===== config.mk =====
export PLATFORM = sky130hd
export DESIGN_NAME = pot_averaging_motor_servo_pwm
export DESIGN_NICKNAME = d
export VERILOG_FILES = /design/src/rtl/pam_pkg.sv /design/src/rtl/pam_front.sv /design/src/rtl/pam_fifo.sv /design/src/rtl/pam_back.sv /design/src/rtl/pot_averaging_motor_servo_pwm.sv
export SDC_FILE = /design/constraint.sdc
export NUM_CORES = 1
export LEC_CHECK = 0
export ABC_AREA = 1
export BUFFER_PORTS_ARGS = -buffer_cell sky130_fd_sc_hd__buf_2
export CORE_ASPECT_RATIO = 0.7
export CORE_MARGIN = 10
export CORE_UTILIZATION = 60
export CTS_CLUSTER_DIAMETER = 150
export DETAILED_ROUTE_END_ITERATION = 10
export HOLD_SLACK_MARGIN = 0.05
export PLACE_DENSITY_LB_ADDON = 0.3
export SYNTH_ARGS = -nofsm -noshare
export SYNTH_HDL_FRONTEND = slang
export SYNTH_SLANG_ARGS = --single-unit

===== constraint.sdc =====
create_clock -name clk -period 14.6 [get_ports clk]
set_clock_uncertainty 0.1 [all_clocks]
set_input_delay 2.92 -clock clk [delete_from_list [all_inputs] [get_ports clk]]
set_output_delay 2.92 -clock clk [all_outputs]
set_load 0.05 [all_outputs]

===== src/rtl/pam_pkg.sv =====
`timescale 1ns / 1ps

package pam_pkg;

    localparam int AVG_LEN_DEF   = 10;
    localparam int PWM_STEPS_DEF = 100;

    localparam int ADC_W  = 10;
    localparam int SUM_W  = 14;
    localparam int CNT_W  = 4;
    localparam int PWM_W  = 7;
    localparam int CMP_W  = CNT_W + 1;

    // item kinds carried on tuser
    localparam logic FUNC_SAMPLE = 1'b0;
    localparam logic FUNC_TICK   = 1'b1;

    localparam int QUEUE_DEPTH = 4;
    localparam int QPTR_W      = 2;
    localparam int QCNT_W      = QPTR_W + 1;

    // block average: sum * ceil(2^19 / AVG_LEN) >> 19, exact for 14-bit sums
    localparam int AVG_SHIFT = SUM_W + 5;

    // reciprocal constants, ceil(N * 2^S / D); exact over the operand ranges used
    localparam int SPEED_SHIFT = 17;
    localparam int SPEED_MUL_W = 15;
    localparam logic [SPEED_MUL_W-1:0] SPEED_MUL =
        SPEED_MUL_W'((20 * (2 ** SPEED_SHIFT) + 102) / 103);

    localparam int ANGLE_SHIFT = 20;
    localparam int ANGLE_MUL_W = 18;
    localparam logic [ANGLE_MUL_W-1:0] ANGLE_MUL =
        ANGLE_MUL_W'((100 * (2 ** ANGLE_SHIFT) + 566) / 567);

    localparam int SERVO_SHIFT = 11;
    localparam int SERVO_MUL_W = 15;
    localparam logic [SERVO_MUL_W-1:0] SERVO_MUL =
        SERVO_MUL_W'((124 * (2 ** SERVO_SHIFT) + 9) / 10);

    localparam logic [8:0]  SPEED_OFFSET = 9'd99;
    localparam logic [8:0]  ANGLE_OFFSET = 9'd90;
    localparam logic [10:0] MOTOR_GAIN   = 11'(1999 / 99);
    localparam logic [11:0] SERVO_BASE   = 12'((8749 / 70) * 6);

    typedef struct packed {
        logic             done;
        logic [SUM_W-1:0] sum_speed;
        logic [SUM_W-1:0] sum_angle;
        logic [PWM_W-1:0] pwm_cmp;
    } qentry_t;

    typedef struct packed {
        logic full;
        logic valid;
    } q_status_t;

endpackage


===== src/rtl/pam_front.sv =====
`timescale 1ns / 1ps

module pam_front #(
    parameter int AVG_LEN   = pam_pkg::AVG_LEN_DEF,
    parameter int PWM_STEPS = pam_pkg::PWM_STEPS_DEF
) (
    input  logic                clk,
    input  logic                rst_n,
    input  logic                s_axis_tvalid,
    output logic                s_axis_tready,
    input  logic [23:0]         s_axis_tdata,
    input  logic [0:0]          s_axis_tuser,
    input  pam_pkg::q_status_t  q_status,
    output logic                q_push,
    output pam_pkg::qentry_t    q_wdata
);

    logic [pam_pkg::SUM_W-1:0] sum_speed_reg, sum_speed_next, sum_speed_add;
    logic [pam_pkg::SUM_W-1:0] sum_angle_reg, sum_angle_next, sum_angle_add;
    logic [pam_pkg::CNT_W-1:0] cnt_reg, cnt_next, cnt_add;
    logic [pam_pkg::PWM_W-1:0] pwm_reg, pwm_next, pwm_inc;
    logic [pam_pkg::ADC_W-1:0] chan0, chan1;
    logic                      is_tick, block_done, pwm_wrap;

    assign chan0   = s_axis_tdata[pam_pkg::ADC_W-1:0];
    assign chan1   = s_axis_tdata[2*pam_pkg::ADC_W-1:pam_pkg::ADC_W];
    assign is_tick = (s_axis_tuser[0] == pam_pkg::FUNC_TICK);

    assign s_axis_tready = ~q_status.full;
    assign q_push        = s_axis_tvalid & s_axis_tready;

    assign sum_speed_add = sum_speed_reg + pam_pkg::SUM_W'(chan0);
    assign sum_angle_add = sum_angle_reg + pam_pkg::SUM_W'(chan1);
    assign cnt_add       = cnt_reg + 1'b1;
    // a full-length count of 16 wraps to zero and also closes the block
    assign block_done    = ({1'b0, cnt_add} >= pam_pkg::CMP_W'(AVG_LEN)) || (cnt_add == '0);

    assign pwm_inc  = pwm_reg + 1'b1;
    assign pwm_wrap = (pwm_inc >= pam_pkg::PWM_W'(PWM_STEPS));

    always_comb
    begin
        q_wdata.done      = ~is_tick & block_done;
        q_wdata.sum_speed = sum_speed_add;
        q_wdata.sum_angle = sum_angle_add;
        q_wdata.pwm_cmp   = is_tick ? pwm_inc : pwm_reg;
    end

    always_comb
    begin
        sum_speed_next = sum_speed_reg;
        sum_angle_next = sum_angle_reg;
        cnt_next       = cnt_reg;
        pwm_next       = pwm_reg;
        if (q_push)
        begin
            if (is_tick)
            begin
                pwm_next = pwm_wrap ? '0 : pwm_inc;
            end
            else if (block_done)
            begin
                sum_speed_next = '0;
                sum_angle_next = '0;
                cnt_next       = '0;
            end
            else
            begin
                sum_speed_next = sum_speed_add;
                sum_angle_next = sum_angle_add;
                cnt_next       = cnt_add;
            end
        end
    end

    always_ff @(posedge clk or negedge rst_n)
    begin
        if (!rst_n)
        begin
            sum_speed_reg <= '0;
            sum_angle_reg <= '0;
            cnt_reg       <= '0;
            pwm_reg       <= '0;
        end
        else
        begin
            sum_speed_reg <= sum_speed_next;
            sum_angle_reg <= sum_angle_next;
            cnt_reg       <= cnt_next;
            pwm_reg       <= pwm_next;
        end
    end

endmodule


===== src/rtl/pam_fifo.sv =====
`timescale 1ns / 1ps

module pam_fifo (
    input  logic                clk,
    input  logic                rst_n,
    input  logic                push,
    input  pam_pkg::qentry_t    wdata,
    input  logic                pop,
    output pam_pkg::qentry_t    rdata,
    output pam_pkg::q_status_t  status
);

    pam_pkg::qentry_t            entry_reg [pam_pkg::QUEUE_DEPTH];
    logic [pam_pkg::QPTR_W-1:0]  wr_ptr_reg, wr_ptr_next;
    logic [pam_pkg::QPTR_W-1:0]  rd_ptr_reg, rd_ptr_next;
    logic [pam_pkg::QCNT_W-1:0]  count_reg, count_next;

    function automatic logic [pam_pkg::QPTR_W-1:0] ptr_step(
        input logic [pam_pkg::QPTR_W-1:0] ptr
    );
        return (ptr == pam_pkg::QPTR_W'(pam_pkg::QUEUE_DEPTH - 1)) ? '0 : ptr + 1'b1;
    endfunction

    assign rdata        = entry_reg[rd_ptr_reg];
    assign status.full  = (count_reg == pam_pkg::QCNT_W'(pam_pkg::QUEUE_DEPTH));
    assign status.valid = (count_reg != '0);

    assign wr_ptr_next = push ? ptr_step(wr_ptr_reg) : wr_ptr_reg;
    assign rd_ptr_next = pop ? ptr_step(rd_ptr_reg) : rd_ptr_reg;

    always_comb
    begin
        count_next = count_reg;
        if (push && !pop)
        begin
            count_next = count_reg + 1'b1;
        end
        else if (pop && !push)
        begin
            count_next = count_reg - 1'b1;
        end
    end

    always_ff @(posedge clk)
    begin
        if (push)
        begin
            entry_reg[wr_ptr_reg] <= wdata;
        end
    end

    always_ff @(posedge clk or negedge rst_n)
    begin
        if (!rst_n)
        begin
            wr_ptr_reg <= '0;
            rd_ptr_reg <= '0;
            count_reg  <= '0;
        end
        else
        begin
            wr_ptr_reg <= wr_ptr_next;
            rd_ptr_reg <= rd_ptr_next;
            count_reg  <= count_next;
        end
    end

    a_no_overflow: assert property (@(posedge clk) disable iff (!rst_n)
        status.full |-> !push)
        else $error("queue written while full");

endmodule


===== src/rtl/pam_back.sv =====
`timescale 1ns / 1ps

module pam_back #(
    parameter int AVG_LEN = pam_pkg::AVG_LEN_DEF
) (
    input  logic                clk,
    input  logic                rst_n,
    input  pam_pkg::q_status_t  q_status,
    input  pam_pkg::qentry_t    q_rdata,
    output logic                q_pop,
    output logic                m_axis_tvalid,
    input  logic                m_axis_tready,
    output logic [63:0]         m_axis_tdata
);

    localparam int MULT_W       = pam_pkg::AVG_SHIFT;
    localparam int DIV_PROD_W   = pam_pkg::SUM_W + MULT_W;
    localparam int SPEED_PROD_W = pam_pkg::ADC_W + pam_pkg::SPEED_MUL_W;
    localparam int ANGLE_PROD_W = pam_pkg::ADC_W + pam_pkg::ANGLE_MUL_W;
    localparam int SERVO_PROD_W = 8 + pam_pkg::SERVO_MUL_W;
    localparam logic [MULT_W-1:0] AVG_MULT = MULT_W'(((2 ** MULT_W) + AVG_LEN - 1) / AVG_LEN);

    // stage A: held averages, updated when a block closes
    logic                        a_valid_reg;
    logic [pam_pkg::ADC_W-1:0]   avg_speed_reg, avg_angle_reg;
    logic [pam_pkg::PWM_W-1:0]   a_pwm_reg;
    logic [DIV_PROD_W-1:0]       div_speed_prod, div_angle_prod;
    logic [pam_pkg::ADC_W-1:0]   avg_speed_next, avg_angle_next;

    // stage B: scaled settings
    logic                        b_valid_reg;
    logic [7:0]                  b_scaled_reg, b_abs_angle_reg;
    logic [pam_pkg::PWM_W-1:0]   b_pwm_reg;
    logic [SPEED_PROD_W-1:0]     speed_prod;
    logic [ANGLE_PROD_W-1:0]     angle_prod;

    // stage C: output register
    logic                        c_valid_reg;
    logic [7:0]                  speed_reg, angle_reg, abs_angle_reg;
    logic [6:0]                  abs_speed_reg;
    logic                        in1_reg, in2_reg, enable_reg, led_reg;
    logic [10:0]                 motor_reg;
    logic [11:0]                 servo_reg;
    logic [8:0]                  speed_next, angle_next;
    logic [6:0]                  abs_speed_next;
    logic [SERVO_PROD_W-1:0]     servo_prod;
    logic [11:0]                 servo_next;
    logic [10:0]                 motor_next;
    logic                        speed_nonzero;

    logic                        b_load, c_load;

    assign c_load = b_valid_reg & (~c_valid_reg | m_axis_tready);
    assign b_load = a_valid_reg & (~b_valid_reg | c_load);
    assign q_pop  = q_status.valid & (~a_valid_reg | b_load);

    assign div_speed_prod = DIV_PROD_W'(q_rdata.sum_speed) * DIV_PROD_W'(AVG_MULT);
    assign div_angle_prod = DIV_PROD_W'(q_rdata.sum_angle) * DIV_PROD_W'(AVG_MULT);
    assign avg_speed_next = div_speed_prod[MULT_W+pam_pkg::ADC_W-1:MULT_W];
    assign avg_angle_next = div_angle_prod[MULT_W+pam_pkg::ADC_W-1:MULT_W];

    always_ff @(posedge clk or negedge rst_n)
    begin
        if (!rst_n)
        begin
            a_valid_reg   <= 1'b0;
            avg_speed_reg <= '0;
            avg_angle_reg <= '0;
        end
        else if (q_pop)
        begin
            a_valid_reg <= 1'b1;
            if (q_rdata.done)
            begin
                avg_speed_reg <= avg_speed_next;
                avg_angle_reg <= avg_angle_next;
            end
        end
        else if (b_load)
        begin
            a_valid_reg <= 1'b0;
        end
    end

    always_ff @(posedge clk)
    begin
        if (q_pop)
        begin
            a_pwm_reg <= q_rdata.pwm_cmp;
        end
    end

    assign speed_prod = SPEED_PROD_W'(avg_speed_reg) * SPEED_PROD_W'(pam_pkg::SPEED_MUL);
    assign angle_prod = ANGLE_PROD_W'(avg_angle_reg) * ANGLE_PROD_W'(pam_pkg::ANGLE_MUL);

    always_ff @(posedge clk or negedge rst_n)
    begin
        if (!rst_n)
        begin
            b_valid_reg <= 1'b0;
        end
        else if (b_load)
        begin
            b_valid_reg <= 1'b1;
        end
        else if (c_load)
        begin
            b_valid_reg <= 1'b0;
        end
    end

    always_ff @(posedge clk)
    begin
        if (b_load)
        begin
            b_scaled_reg    <= speed_prod[pam_pkg::SPEED_SHIFT+7:pam_pkg::SPEED_SHIFT];
            b_abs_angle_reg <= angle_prod[pam_pkg::ANGLE_SHIFT+7:pam_pkg::ANGLE_SHIFT];
            b_pwm_reg       <= a_pwm_reg;
        end
    end

    assign speed_next     = {1'b0, b_scaled_reg} - pam_pkg::SPEED_OFFSET;
    assign angle_next     = {1'b0, b_abs_angle_reg} - pam_pkg::ANGLE_OFFSET;
    assign abs_speed_next = speed_next[8] ? 7'(-speed_next) : 7'(speed_next);
    assign speed_nonzero  = (speed_next != '0);
    assign motor_next     = 11'(abs_speed_next) * pam_pkg::MOTOR_GAIN;
    assign servo_prod     = SERVO_PROD_W'(b_abs_angle_reg) * SERVO_PROD_W'(pam_pkg::SERVO_MUL);
    assign servo_next     = pam_pkg::SERVO_BASE
                          + servo_prod[pam_pkg::SERVO_SHIFT+11:pam_pkg::SERVO_SHIFT];

    always_ff @(posedge clk or negedge rst_n)
    begin
        if (!rst_n)
        begin
            c_valid_reg <= 1'b0;
        end
        else if (c_load)
        begin
            c_valid_reg <= 1'b1;
        end
        else if (m_axis_tready)
        begin
            c_valid_reg <= 1'b0;
        end
    end

    always_ff @(posedge clk)
    begin
        if (c_load)
        begin
            speed_reg     <= speed_next[7:0];
            angle_reg     <= angle_next[7:0];
            abs_speed_reg <= abs_speed_next;
            abs_angle_reg <= b_abs_angle_reg;
            in1_reg       <= ~speed_next[8] & speed_nonzero;
            in2_reg       <= speed_next[8];
            enable_reg    <= speed_nonzero;
            motor_reg     <= motor_next;
            servo_reg     <= servo_next;
            led_reg       <= (b_pwm_reg > abs_speed_next);
        end
    end

    assign m_axis_tvalid = c_valid_reg;
    assign m_axis_tdata  = {6'b0, led_reg, servo_reg, motor_reg, enable_reg, in2_reg, in1_reg,
                            abs_angle_reg, abs_speed_reg, angle_reg, speed_reg};

    a_avg_held: assert property (@(posedge clk) disable iff (!rst_n)
        !(q_pop && q_rdata.done) |=> $stable(avg_speed_reg) && $stable(avg_angle_reg))
        else $error("held average changed without a closed block");

    a_stage_a_kept: assert property (@(posedge clk) disable iff (!rst_n)
        a_valid_reg && !b_load |=> a_valid_reg)
        else $error("stage A item lost");

    a_stage_b_kept: assert property (@(posedge clk) disable iff (!rst_n)
        b_valid_reg && !c_load |=> b_valid_reg)
        else $error("stage B item lost");

endmodule


===== src/rtl/pot_averaging_motor_servo_pwm.sv =====
`timescale 1ns / 1ps

// Pot averaging motor and servo PWM controller.
// Input stream: tuser[0] selects the item kind (0 = pot sample pair, 1 = PWM tick);
// tdata carries the speed and angle pot readings. Sample items are averaged in
// blocks of AVG_LEN; the last average is held until the next block closes. A tick
// steps the 0..PWM_STEPS-1 software PWM counter behind led_on.
// Output stream: one transfer per input transfer, in order, carrying the speed and
// angle settings, H-bridge bits, motor and servo compare values and the LED bit.
// Throughput: one item per cycle while m_axis_tready stays high. Each result passes
// the queue, average divide, ratio scaling and output register before it shows on
// m_axis_tvalid (the motor and servo multiplies sit in front of the output register).
// Reset: sums, sample count, held averages and PWM counter all clear; queue and
// pipeline empty.
// Stall: when m_axis_tready is low the pipeline holds its results and the
// four-entry queue keeps taking items; s_axis_tready falls once the queue fills.
module pot_averaging_motor_servo_pwm #(
    parameter int AVG_LEN   = pam_pkg::AVG_LEN_DEF,
    parameter int PWM_STEPS = pam_pkg::PWM_STEPS_DEF
) (
    input  logic        clk,
    input  logic        rst_n,
    input  logic        s_axis_tvalid,
    output logic        s_axis_tready,
    input  logic [23:0] s_axis_tdata,   // adc_chan0[9:0], adc_chan1[19:10], zero pad
    input  logic [0:0]  s_axis_tuser,   // func
    output logic        m_axis_tvalid,
    input  logic        m_axis_tready,
    // speed_setting[7:0], angle_setting[15:8], abs_speed[22:16], abs_angle[30:23],
    // bridge_in1[31], bridge_in2[32], bridge_enable[33], motor_pulse[44:34],
    // servo_pulse[56:45], led_on[57], zero pad
    output logic [63:0] m_axis_tdata
);

    pam_pkg::q_status_t q_status;
    pam_pkg::qentry_t   q_wdata, q_rdata;
    logic               q_push, q_pop;

    pam_front #(
        .AVG_LEN   (AVG_LEN),
        .PWM_STEPS (PWM_STEPS)
    ) u_front (
        .clk           (clk),
        .rst_n         (rst_n),
        .s_axis_tvalid (s_axis_tvalid),
        .s_axis_tready (s_axis_tready),
        .s_axis_tdata  (s_axis_tdata),
        .s_axis_tuser  (s_axis_tuser),
        .q_status      (q_status),
        .q_push        (q_push),
        .q_wdata       (q_wdata)
    );

    pam_fifo u_fifo (
        .clk    (clk),
        .rst_n  (rst_n),
        .push   (q_push),
        .wdata  (q_wdata),
        .pop    (q_pop),
        .rdata  (q_rdata),
        .status (q_status)
    );

    pam_back #(
        .AVG_LEN (AVG_LEN)
    ) u_back (
        .clk           (clk),
        .rst_n         (rst_n),
        .q_status      (q_status),
        .q_rdata       (q_rdata),
        .q_pop         (q_pop),
        .m_axis_tvalid (m_axis_tvalid),
        .m_axis_tready (m_axis_tready),
        .m_axis_tdata  (m_axis_tdata)
    );

endmodule

==> flow_metrics.py <==
metrics = {
    "worst_setup_path": {
        "crit_required_ns": 14.94,
        "critPathArrivalTime_ns": 7.67,
        "max_stage_delay_ns": 0.70,
        "cp_common_cell": "fa_1",
        "crit_type": "reg -> reg",
        "path_max_fanout": 75,
        "worstSetupEndpointType": "register",
        "worstPathCellList": "buf_4 -> clkinv_1 -> buf_4 -> o21ai_0 -> o22ai_1 -> ha_1 -> fa_1 -> fa_1 -> inv_1 -> fa_1 -> inv_1 -> fa_1 -> inv_1 -> fa_1 -> inv_1 -> ha_1 -> a21oi_1 -> o21ai_0 -> a21oi_1 -> nor2_1 -> nor3_1 -> nand3_1 -> nand3_1 -> nand2_1",
        "slowest_stage": "o22ai_1",
        "worstSetupStartpointType": "register",
    },
    "timing": {
        "relSlewSlack": 0.343,
        "min_period_over_period": 0.502,
        "slew_viol_final": 0,
        "period_needed_ns": 7.32,
        "finalSetupTns_ns": 0,
        "setup_violations": 0,
        "hold_violations": 0,
        "tightest_slew_ns": 0.986,
        "rsz0062_at_grt": "no",
        "fmax_ghz": 0.137,
    },
    "placed_design": {
        "placedCellCount": 3669,
        "gp_congestion": 0.952,
        "dpl.hpwl_um": 51200,
        "numPortBuffers": 82,
    },
    "clocking": {
        "cts_made_buffers": 29,
        "clk_pin_slew_ns": 0.06,
        "cts_tree": "done",
        "post_cts_resized": 0,
        "clock_latency_ns": 0.56,
        "cts_max_path_buffers": 3,
        "cts.sinks": 296,
        "hold_buffers": 0,
        "root_buffer": "clkbuf_16",
        "htree_levels": 1,
        "cts_setup_buffers": 0,
    },
    "grt": {
        "first_global_vias": 20800,
        "overflow": 0,
        "gr-usage-all-layers": 0.226,
        "grt_pass1_wl_um": 105000,
        "grt_max_degree": 76,
        "antenna_found_initial": 0,
    },
    "detailed_routing": {
        "routed-via-count": 20400,
        "initialDrtViolationCount": 1490,
        "ant_nets": 0,
        "via_per_inst": 5.49,
        "drcViolationCount": 0,
        "routed_wl_um": 63000,
        "dr.pass1.iters": 6,
        "wl_per_cell_um": 16.9,
    },
    "flow_run": {
        "maxCapViolCount": 0,
    },
    "synthesis": {
        "avgSynthCellArea_um2": 9.26,
        "netlist.area_leader.share": 0.244,
        "yosysTopAreaCell": "edfxtp_1",
        "synth_edf_count": 227,
        "ys_warn_count": 0,
        "ys_top_cells_by_area": "edfxtp_1, ha_1, fa_1",
        "synth_seq_cells": 296,
        "synth_area_um2": 27900,
        "synth_cell_types": 52,
        "netlist_instances": 3012,
        "synthFlopType": "edfxtp_1",
        "yosysSeqAreaShare": 0.306,
        "synthArstFlopShare": 0.233,
    },
    "floorplan": {
        "die_x_um": 278,
        "rows": 65,
        "die-height_um": 200,
        "io_pins": 95,
        "start_util": 0.613,
        "coreArea_um2": 45500,
        "die_area_um2": 55600,
    },
    "cells_and_area": {
        "antennaDiodeCount": 0,
        "final_layout_size_suffix_gt1_frac": 0.0532,
        "final_common_cell": "inv_1",
        "instances_no_fill": 3722,
        "largest_reg_flops": 144,
        "final_cell_mix": "inv_1, nand2_1, ha_1, edfxtp_1, fa_1",
        "areaGrowthSynthToFinish_pct": 7.21,
        "fin_nets": 3801,
        "fillers": 3622,
    },
    "hold_path": {
        "hold_class": "reg -> reg",
    },
    "status": {
        "status": "complete, no violations",
    },
}
cell families after synthesis:
logic type,after synthesis,synth area share
AOI/OAI and AO/OA,389,0.0788
xor gates and xnor gates,87,0.0278
adders and majority gates,675,0.361
buffers and inverters,675,0.0945
DFF,296,0.306
other,1,0.000134
and+or+nand+nor,889,0.132
routing by layer:
layer / part of all wire / global-route usage / vias up
li1: - / - / 9978
met1: 0.47 / 0.322 / 9838
met2: 0.45 / 0.357 / 553
met3: 0.068 / 0.0421 / 72
met4: 0.016 / 0.0428 / 0
met5: 0 / 0 / -
stage by stage:
| stage | area, um^2 | utilization | hold WS (ns) | worst slack [ns] |
|---|---|---|---|---|
| 3_3_place_gp | 28900 | 0.636 | 0.306 | 7.53 |
| 2_1_floorplan | 27900 | - | 0.300 | 8.49 |
| 4_1_cts | 29900 | 0.658 | 0.327 | 7.28 |
| 5_1_grt | 29900 | 0.658 | 0.340 | 6.68 |
| 3_5_place_dp | 28900 | 0.636 | 0.310 | 7.45 |
| 6_report | 29900 | 0.658 | 0.325 | 7.28 |
Yosys cell counts (3+ instances only):
library cell / number
inv_1: 623
nand2_1: 493
ha_1: 460
edfxtp_1: 227
fa_1: 215
nor2_1: 191
o21ai_0: 142
a21oi_1: 134
nand3_1: 119
dfrtp_1: 69
xor2_1: 66
nor3_1: 39
o22ai_1: 28
xnor2_1: 20
clkbuf_1: 19
buf_4: 17
nand4_1: 17
o21bai_1: 11
a31oi_1: 9
a22o_1: 8
a32oi_1: 8
a21o_1: 7
o21ai_1: 7
or2_2: 7
buf_2: 6
nor3b_1: 6
o31ai_1: 6
a211oi_1: 5
o21a_1: 5
buf_6: 4
nand3b_1: 4
a22oi_1: 3
inv_2: 3
nand2_2: 3
nor4_1: 3
o211ai_1: 3
o21ai_2: 3
area by class of cell:
class	instances	area, um^2	area share
Clock buffer	36	782	0.0262
Multi-Input combinational cell	2048	16800	0.561
Sequential cell	296	8540	0.286
Tap cell	603	754	0.0252
Timing Repair Buffer	94	503	0.0168
Inverter	628	2360	0.0788
Clock inverter	17	179	0.00598
worst max-delay path: cells and delay by family (launching register included):
| family | cells | cell delay [ns] |
|---|---|---|
| adder cells (fa/ha/maj) | 7 | 3.44 |
| buffers and inverters | 7 | 1.20 |
| flip-flops | 1 | 0.39 |
| AND/OR/NAND/NOR | 5 | 0.52 |
| AO/OA/AOI/OAI | 5 | 1.47 |
path summary, 6_finish.rpt:
kind                                           start                  endpoint  cells past startpoint  slack, ns
worst max-delay path            u_fifo.rd_ptr_reg[0]   u_back.avg_speed_reg[9]                     24       7.28
worst min-delay path             u_back.a_pwm_reg[3]       u_back.b_pwm_reg[3]                      0       0.33
worst max register to register  u_fifo.rd_ptr_reg[0]   u_back.avg_speed_reg[9]                     24       7.28
worst min register to register   u_back.a_pwm_reg[3]       u_back.b_pwm_reg[3]                      0       0.33
max in group asynchronous                      rst_n      u_fifo.rd_ptr_reg[0]                      2      11.21
min in group asynchronous                      rst_n  u_front.sum_angle_reg[4]                      1       2.07
Power is not shown: default switching activity piles up to over one toggle a cycle in this logic, so the estimate is an artifact.
